### src/hw/rtl/gws_pkg.sv
// Shared constants and codes for the grid wave stencil update unit.
package gws_pkg;

  localparam int DEF_GRID_COLS = 128;
  localparam int DEF_GRID_ROWS = 128;
  localparam int DEF_VALUE_BITS = 24;
  localparam int FRAC_BITS = 16;

  localparam logic [1:0] FUNC_STEP = 2'd0;
  localparam logic [1:0] FUNC_DROP = 2'd1;
  localparam logic [1:0] FUNC_READ = 2'd2;

  localparam logic [1:0] ST_DONE = 2'd0;
  localparam logic [1:0] ST_OUTSIDE = 2'd1;
  localparam logic [1:0] ST_SAT = 2'd2;

  localparam logic CFG_WIDTH = 1'b0;
  localparam logic CFG_HEIGHT = 1'b1;
  localparam logic [7:0] CFG_RESET = 8'd128;

  localparam int RR_BITS = 12;
  localparam int D2_BITS = 13;
  localparam int QUOT_BITS = FRAC_BITS + 1;

endpackage

### src/hw/rtl/gws_div.sv
// Restoring divider producing (rr - d2) / rr with sixteen fraction bits.
module gws_div (
  input  logic                           clk,
  input  logic                           rst,
  input  logic                           start,
  input  logic [gws_pkg::RR_BITS-1:0]    rr,
  input  logic [gws_pkg::D2_BITS-1:0]    d2,
  output logic                           done,
  output logic [gws_pkg::QUOT_BITS-1:0]  quot
);

  logic                          busy;
  logic [3:0]                    cnt;
  logic [gws_pkg::D2_BITS-1:0]   rem;
  logic [gws_pkg::D2_BITS:0]     trial;

  assign trial = {rem, 1'b0};

  always_ff @(posedge clk) begin
    if (rst) begin
      busy <= 1'b0;
      done <= 1'b0;
    end else begin
      done <= 1'b0;
      if (start) begin
        busy <= 1'b1;
        cnt <= '0;
        quot <= {{(gws_pkg::QUOT_BITS-1){1'b0}}, (d2 == '0)};
        rem <= (d2 == '0) ? '0 : gws_pkg::D2_BITS'(rr) - d2;
      end else if (busy) begin
        if (trial >= (gws_pkg::D2_BITS+1)'(rr)) begin
          rem <= gws_pkg::D2_BITS'(trial - (gws_pkg::D2_BITS+1)'(rr));
          quot <= {quot[gws_pkg::QUOT_BITS-2:0], 1'b1};
        end else begin
          rem <= trial[gws_pkg::D2_BITS-1:0];
          quot <= {quot[gws_pkg::QUOT_BITS-2:0], 1'b0};
        end
        cnt <= cnt + 4'd1;
        if (cnt == 4'd15) begin
          busy <= 1'b0;
          done <= 1'b1;
        end
      end
    end
  end

endmodule

### config.mk
export PLATFORM = sky130hd
export DESIGN_NAME = gws_div
export DESIGN_NICKNAME = d
export VERILOG_FILES = /design/src/hw/rtl/gws_pkg.sv /design/src/hw/rtl/gws_div.sv
export SDC_FILE = /design/constraint.sdc
export NUM_CORES = 1
export LEC_CHECK = 0
export BUFFER_PORTS_ARGS = -buffer_cell sky130_fd_sc_hd__buf_2
export CAP_MARGIN = 20
export CELL_PAD_IN_SITES_DETAIL_PLACEMENT = 1
export CELL_PAD_IN_SITES_GLOBAL_PLACEMENT = 2
export CORE_MARGIN = 2
export CORE_UTILIZATION = 32
export DETAILED_ROUTE_END_ITERATION = 10
export HOLD_SLACK_MARGIN = 0.1
export PLACE_DENSITY_LB_ADDON = 0.1
export SLEW_MARGIN = 20
export SYNTH_ARGS = -nofsm -noshare
export SYNTH_HDL_FRONTEND = slang
export SYNTH_SLANG_ARGS = --single-unit
### constraint.sdc
create_clock -name clk -period 3.1 [get_ports clk]
set_input_delay 0.62 -clock clk [delete_from_list [all_inputs] [get_ports clk]]
set_output_delay 0.62 -clock clk [all_outputs]
set_load 0.02 [all_outputs]
After elaboration in Yosys (flattened, before gate mapping)

Index checks and enable logic that the tools add are counted.

Flip-flop bits (word level): 36
Bits of input ports: 28
Output and inout bits: 18
Logic and storage cells: 29

Add/subtract/negate cells: 3
Magnitude comparators: 1
Eq/ne operators: 1
Multiplexer cells: 12
Bitwise operators: 2
Reduce and logical (&&, ||, !) cells: 4

Operators with widths:

| kind                  | number |
|---|---|
| $mux W13              | 4 |
| $mux W17              | 1 |
| $ge A14 B12 Y1        | 1 |
| $logic_not A13 Y1     | 1 |
| $sub A12 B13 Y13      | 1 |
| $sub A13 B12 Y13      | 1 |
| $mux W1               | 6 |
| $add A4 B1 Y4 const B | 1 |
| $eq A4 B4 Y1 const B  | 1 |
| $mux W4               | 1 |
| $reduce_or A3 Y1      | 1 |
| $not A1 Y1            | 2 |
| $reduce_and A2 Y1     | 1 |
| $reduce_bool A2 Y1    | 1 |

Longest topological paths before layout

Gate-level depths: netlist of the first run.

Depth after elaboration: 4
Gate-level depth with buffers: 10
Mapped depth without buffers: 9

Least setup slack after synthesis of the first run

Ideal clock, no wire load.

Kind: in2reg
From: input port start
To: register cnt[0], enable pin
Setup time: 0.426 ns
Data arrival time: 2.434 ns
Required time: 2.674 ns
Path slack: 0.240 ns
Stages on the path: 3
Buffers on the path: 1
Cell sequence: clkbuf_1 nor2_1 nor2_1

Word-level cells in the longest chain between the ends: 2

Ends and longest elaborated chain:

| item                                | RTL line      | RTL |
|---|---|---|
| from (decl)                         | gws_div.sv:5  | `input logic start,` |
| $reduce_bool A2 Y1 (no source line) | -             |  |
| $reduce_and A2 Y1 (no source line)  | -             |  |
| to (signal assigned)                | gws_div.sv:38 | `cnt <= cnt + 4'd1;` |
| to (decl)                           | gws_div.sv:13 | `logic [3:0] cnt;` |

No other way between the ends.
A chain may end at the register's enable or synchronous reset.

Worst setup path after layout of the first run

From: input port rr[0] (netlist name)
To: register rem[12] (netlist name) (data pin)

Word-level cells in the longest chain between the ends: 4
Elaborated cells between the ends (all ways): 7
Classes of those cells: add/sub: 2; order compare: 1; mux: 4

Ends and longest elaborated chain:

| item                                                      | RTL line                     | RTL |
|---|---|---|
| from (decl)                                               | gws_div.sv:6                 | `input logic [gws_pkg::RR_BITS-1:0] rr,` |
| $sub A13 B12 Y13 / $ge A14 B12 Y1 (equally long branches) | gws_div.sv:32, gws_div.sv:31 |  |
| $mux W13                                                  | gws_div.sv:31                | `if (trial >= (gws_pkg::D2_BITS+1)'(rr)) begin` |
| $mux W13                                                  | gws_div.sv:30                | `end else if (busy) begin` |
| $mux W13 *                                                | gws_div.sv:25                | `if (start) begin` |
| to (signal assigned)                                      | gws_div.sv:29                | `rem <= (d2 == '0) ? '0 : gws_pkg::D2_BITS'(rr) - d2;` |
| to (signal assigned)                                      | gws_div.sv:32                | `rem <= gws_pkg::D2_BITS'(trial - (gws_pkg::D2_BITS+1)'(rr));` |
| to (signal assigned)                                      | gws_div.sv:35                | `rem <= trial[gws_pkg::D2_BITS-1:0];` |
| to (decl)                                                 | gws_div.sv:14                | `logic [gws_pkg::D2_BITS-1:0] rem;` |

Mark *: on every way between the ends. The rest lies on a longest branch, timed or not. The select of a mux whose other input is x is not followed.

==> results of run 1 <==
==> metal layers <==
layer | wire, um | part of all wire, % | GRT usage, %
met5 | 0 | 0 | 0
met2 | 3107 | 45 | 25.64
met1 | 3542 | 51 | 23.61
met3 | 178 | 2.6 | 2.688
met4 | 70 | 1.0 | 3.929
==> registers in the layout, summed over array words and instances, names as in the netlist <==
signal,flops
rem,13
cnt,4
busy,1
quot,17
done,1
==> layout by cell type, fill, tap and decap left out, types with 3 or more instances in the layout <==
master,Yosys,final
ha_1,25,25
o21ai_0,11,11
inv_1,27,27
nor2b_1,21,21
nor3_1,7,7
xor2_1,8,8
edfxtp_1,34,34
o21a_1,5,5
a21oi_1,14,14
a21o_1,6,6
buf_2,1,45
xnor2_1,10,10
nand2_1,10,10
a2111o_1,3,3
a211oi_1,3,3
buf_4,0,4
nor2_1,21,20
nand2b_1,4,4
clkbuf_8,0,5
o21ai_1,7,7
o221ai_1,4,4
nand3_1,4,4
==> cell families (layout without fill, tap and decap cells) <==
logic type | Yosys count | in the layout
simple gates | 80 | 80
compound gates | 75 | 75
flops | 36 | 36
buf+inv | 33 | 85
fa+ha+maj | 27 | 27
xor+xnor | 18 | 18
mux | 2 | 2
==> final cells by class <==
type | instances | area share (%)
multi-input cells | 202 | 47.51
clock inverters | 2 | 1.108
flip-flops and latches | 36 | 33.54
clock buffers | 6 | 2.294
inverters | 28 | 3.323
well taps | 105 | 4.153
repair buffers | 49 | 8.070
==> power groups by stage <==
stage | logic (mW) | registers (mW) | clock network, mW
finish | 0.493 | 0.612 | 0.420
global route | 0.555 | 0.619 | 0.446
CTS | 0.499 | 0.613 | 0.427
detailed placement | 0.496 | 0.623 | 0
global placement | 0.497 | 0.623 | 0
floorplan | 0.347 | 0.635 | 0
==> metrics by stage <==
step	power [mW]	std cells	hold WS (ps)
floorplan	0.9823	271	454.3
global placement	1.120	420	467.3
detailed placement	1.119	420	484.6
CTS	1.539	428	493.4
global route	1.620	428	509.1
finish	1.524	428	487.0
==> worst paths after layout <==
path,slack [ps],start,end,depth (start not counted)
max,520,rr[0],rem[12],10
min,490,busy,done,1
max reg2reg,760,rem[6],rem[4],6
min reg2reg,490,busy,done,1
==> critical path, delay by kind of cell <==
family / cells / cell delay, ps
and+or+nand+nor: 1 / 200
xor gates and xnor gates: 1 / 270
buffers and inverters: 2 / 180
adders and majority gates: 2 / 630
AOI/OAI and AO/OA: 4 / 700
==> impl_results.md, run 1 <==
- Status: completed
- Utilization after layout: 38.69%
- Pwr/cell area: slightly below 500 nW/um2
- Worst skew pair latency: just under 300 ps
- FILL cells: 972
- Post-synthesis compound-gate area fraction: between 20% and 30%
- Avg Vias per Cell: 5.086
- Cell Area, Synth: between 2000 and 3000 um2
- Crit start category: input port
- Syn Area/Cell: between 9 and 10 um2
- Worst setup EP type: flip-flop
- Core ar.: approximately 8000 um2
- Number of max-cap violations: 0
- Post-DP HPWL: between 5 and 6 mm
- Setup Fix Bufs, Post-CTS: 0
- Seq/Total Area, Yosys: about two fifths
- Largest net degree at the start of global routing: 36
- Gates resized, CTS repair: 0
- Most frequent cell after synthesis: edfxtp_1
- Switching fraction of total power: 31.98%
- Routability cong.: a little under 0.8
- CTS H-tree depth: 2
- Cell Rows: 33
- Internal Power: roughly 1.0 mW
- Max clock buf depth: 2
- Grt total ovfl: 0
- Post-route design area: ~3200 um2
- Final Net Count: 377
- Slew Limit Fails: 0
- GR Util All Layers: between 10% and 20%
- Hold Vio Cnt, Final: 0
- Die ar.: between 9000 and 10000 um2
- Io pins: 46
- DP Area: approximately 3100 um2
- Area grow syn2layout: 17.64%
- Synth Register Bits: 36
- Adder-cell area share of the yosys netlist: 13.12%
- PortBufs: 45
- Initial Utilization: between 30% and 40%
- Cells along the critical path: buf_2, inv_1, ha_1, fa_1, nor2b_1, o31a_1, o21ai_1, a21oi_1, xor2_1, o22ai_1
- Worst vdd ir: 0.0002097 V
- Number of global-route vias before repair: between 2000 and 2500
- Async SR Flop Fraction: 0%
- Worst Path Arrival: around 2600 ps
- Crit share post-route: 83.10%
- Clock Power Share: 27.5%
- Required time worst endpoint: roughly 3100 ps
- Slowest stage delay, CP: 380 ps
- CTS tree: done
- Net Switching: around 0.49 mW
- Antenna Nets Post-Route: 0
- Hold Path Class: reg -> reg
- Drt total wl: between 6 and 7 mm
- Via count: roughly 2200
- Synth warnings: 0
- Worst-margin pin slew: 485.0 ps
- Area leader, netlist: edfxtp_1
- Gate power share: roughly 32%
- Initial antenna violation count: 0
- Min Tclk post-route: roughly 2600 ps
- Relative slew slack: roughly two thirds
- DR iter-0 viols: 67
- Post-Synth XOR/XNOR Area: under 10%
- CTS Sinks: 36
- Share of layout cells above drive strength 1: between 20 and 25%
- Sequential power share: about 40%
- Dpl ws: about 200 ps
- RSZ-0062 raised after global routing: false
- Total CTS buffers: 5
- WS Path Type: in -> reg
- Final Setup Violations: 0
- First-pass GRT wire length: roughly 11 mm
- Ys flop type: edfxtp_1
- Wire length per cell: 16.12 um
- Yosys cell types: between 50 and 60
- Top post-synthesis cells by count: edfxtp_1, inv_1, ha_1
- CTS Hold Bufs: 0
- Fmax: between 300 and 400 MHz
- Gate Count Post-Synth: about 270
- Syn Nets: roughly 330
- Area of the multi-input gates: between 1500 and 2000 um2
- Final Worst Setup Slack: ~520 ps
- Top cells by area, synth: edfxtp_1, ha_1, nor2b_1
- CP max stage cell: fa_1
- Clock transition at path regs: about 80 ps
- Simple-Gate Fraction of Synth Area: between 15 and 20%
- DRC viols: 0
- Die Ht: roughly 96 um
- EDFF count, synth: 34
- Main combinational cell family by area after synthesis: compound AO/OA/AOI/OAI gates
- Register area: approximately 1100 um2
- Static Leak: around 1.4 nW
- Worst Path Max Fanout: 4
- Clock root buffer: clkbuf_8
- Ant. Diodes: 0
- Final Skew: around 5.5 ps
- Post-synthesis mux area share: less than 1%
- Post-synth top area share: between 30% and 40%
- Setup TNS: 0 ps
- Die Width: about 96 um
- TritonRoute pass-1 iters: 4
Note: power is estimated with default switching activity, not from simulation.
==> run 2, diff against run 1 <==
- clock period: 3.1 -> 2.2 ns (I/O delays scaled with it)
==> run 2 against run 1 <==
  * The run now ends with setup timing left
  * Design area is 18% higher
  * Via count is 8.5% higher
  * Die area stayed put
  * Combinational power is 81% higher
  * Routed wire length is 9.0% higher
  * First-iteration DRC count is 16% higher
  * Power is 55% higher
  * Clock skew is 1.2 ps higher
  * Clock power is 43% higher
  * Flip-flop and latch count stayed put
  * Hold slack worse by 120 ps
  * Largest cell class unchanged
==> impl_results.md, run 2 (synthesis results as in run 1) <==
- Commonest non-fill, non-tap cell in the layout: buf_4 (was buf_2)
- CTS Sinks: 36 (unchanged)
- Total power: 2.358 mW (was 1.524 mW)
- Worst Path Arrival: 2280 ps (was 2600 ps)
- Total CTS buffers: 5 (unchanged)
- Crit start category: flip-flop (was input port)
- DP Area: 3473 um2 (was 3055 um2)
- Number of global-route vias before repair: 2439 (was 2215)
- Crit share post-route: 101.4%
- Finished Layout Cells: 490 (was 428)
- Share of layout cells above drive strength 1: 36.88% (was 20.43%)
- Routability cong.: 0.8538 (was 0.7817)
- Area of the multi-input gates: 1584 um2 (was 1503 um2)
- Die Width: 95.67 um (unchanged)
- Worst setup EP type: flip-flop (unchanged)
- Initial Utilization: 32.89% (unchanged)
- Post-DP HPWL: 5.930 mm (was 5.402 mm)
- Register area: 1061 um2 (unchanged)
- Dpl ws: -358.7 ps (was 203.0 ps)
- Via count: 2363 (was 2177)
- Cell Rows: 33 (unchanged)
- Drt total wl: 7.517 mm (was 6.898 mm)
- PortBufs: 45 (unchanged)
- Largest net degree at the start of global routing: 36 (unchanged)
- Number of max-cap violations: 0 (unchanged)
- Final Setup Violations: 9 (was 0)
- WS Path Type: reg -> reg (was in -> reg)
- RSZ-0062 raised after global routing: true (was false)
- Setup TNS: -101.0 ps (was 0 ps)
- Grt total ovfl: 0 (unchanged)
- Pwr/cell area: 631.7 nW/um2 (was 481.9 nW/um2)
- Relative slew slack: 72.33% (was 67.37%)
- Failing checks: setup timing
- Worst-margin pin slew: 415.1 ps (was 485.0 ps)
- Reg with most FFs: quot (unchanged)
- GR Util All Layers: 17.31% (was 16.40%)
- Max reg flops: 17 (unchanged)
- Avg Vias per Cell: 4.822 (was 5.086)
- Final Net Count: 439 (was 377)
- Fmax: around 450 MHz
- Worst vdd ir: 0.0002790 V (was 0.0002097 V)
- Top Registers: quot x17, rem x13, cnt x4 (unchanged)
- CTS H-tree depth: 2 (unchanged)
- Clock root buffer: clkbuf_8 (unchanged)
- Required time worst endpoint: 2250 ps (was 3130 ps)
- CTS tree: done (unchanged)
- Io pins: 46 (unchanged)
- Ant. Diodes: 0 (unchanged)
- TritonRoute pass-1 iters: 4 (unchanged)
- DRC viols: 0 (unchanged)
- Placed instance count: 474 (was 420)
- Static Leak: 1.668 nW (was 1.362 nW)
- Area grow syn2layout: 38.81% (was 17.64%)
- Final Skew: 6.675 ps (was 5.498 ps)
- Final Worst Setup Slack: -30.19 ps (was 523.9 ps)
- DR iter-0 viols: 78 (was 67)
- Antenna Nets Post-Route: 0 (unchanged)
- Die ar.: 9152 um2 (unchanged)
- Initial antenna violation count: 0 (unchanged)
- Slew Limit Fails: 0 (unchanged)
- Status: complete, but fails checks (was completed)
- Hold Vio Cnt, Final: 0 (unchanged)
- Die Ht: 95.67 um (unchanged)
- First-pass GRT wire length: 12.25 mm (was 11.36 mm)
- Hold Path Class: in -> reg (was reg -> reg)
- Most frequent cells in the layout: buf_4, buf_2, edfxtp_1, inv_1 (was buf_2, edfxtp_1, inv_1, ha_1, nor2b_1)
- Worst skew pair latency: 290 ps (about the same)
- Clock transition at path regs: 80 ps (about the same)
- FILL cells: 946 (was 972)
- Max clock buf depth: 2 (unchanged)
- Worst Path Max Fanout: 12 (was 4)
- Min Tclk post-route: roughly 2200 ps
- Wire length per cell: 15.34 um (was 16.12 um)
- Post-route design area: 3732 um2 (was 3163 um2)
- Core ar.: 8175 um2 (unchanged)
[run 2: worst paths after layout]
check / from / to / slack (ps) / depth (start not counted)
setup / recovery: rem[0] / rem[4] / -30 / 7
hold / removal: rst / done / 370 / 2
setup reg to reg: rem[0] / rem[4] / -30 / 7
hold reg to reg: busy / done / 480 / 1
[run 2: report_power, final]
| part | internal, mW | switching, mW | leakage, nW |
|---|---|---|---|
| Clock | 0.336 | 0.264 | 0.0541 |
| Sequential | 0.831 | 0.0366 | 0.347 |
| Combinational | 0.448 | 0.443 | 1.27 |
[run 2: area by class of cell]
type	instances	share of cell area (%)
flip-flops and latches	36	28.43
well taps	105	3.520
inverters	28	2.883
repair buffers	111	19.75
clock inverters	3	1.140
clock buffers	5	1.844
multi-input cells	202	42.44
[run 2: critical path: stages, from the launching register on]
cell	delay [ps]
edfxtp_1	470
ha_4	310
ha_2	150
o21a_1	110
o21bai_1	100
a21o_1	220
and4b_4	280
a221o_1	360
[run 2: through the flow]
| step | hold WS [ps] | utilization, % |
|---|---|---|
| after floorplan | 454.3 | - |
| after global placement | 461.4 | 42.49 |
| after detailed placement | 470.5 | 42.49 |
| after CTS | 359.6 | 44.98 |
| after global routing | 364.0 | 45.65 |
| final | 365.6 | 45.65 |
[run 2: routing by layer]
layer	up-vias	GRT usage (%)	share of wire (%)
li1	1209	-	-
met1	1127	23.98	48
met2	23	29.49	49
met3	4	2.372	2.0
met4	0	2.143	0.39
met5	-	0	0
[run 2: what timing repair did]
action | 4_1_cts | 5_1_grt
hold buffers | 0 | 0
pin swaps | 8 | 4
gates cloned | 0 | 0
setup endpoints to repair | 14 | 14
setup buffers | 4 | 4
gates resized for setup | 11 | 7
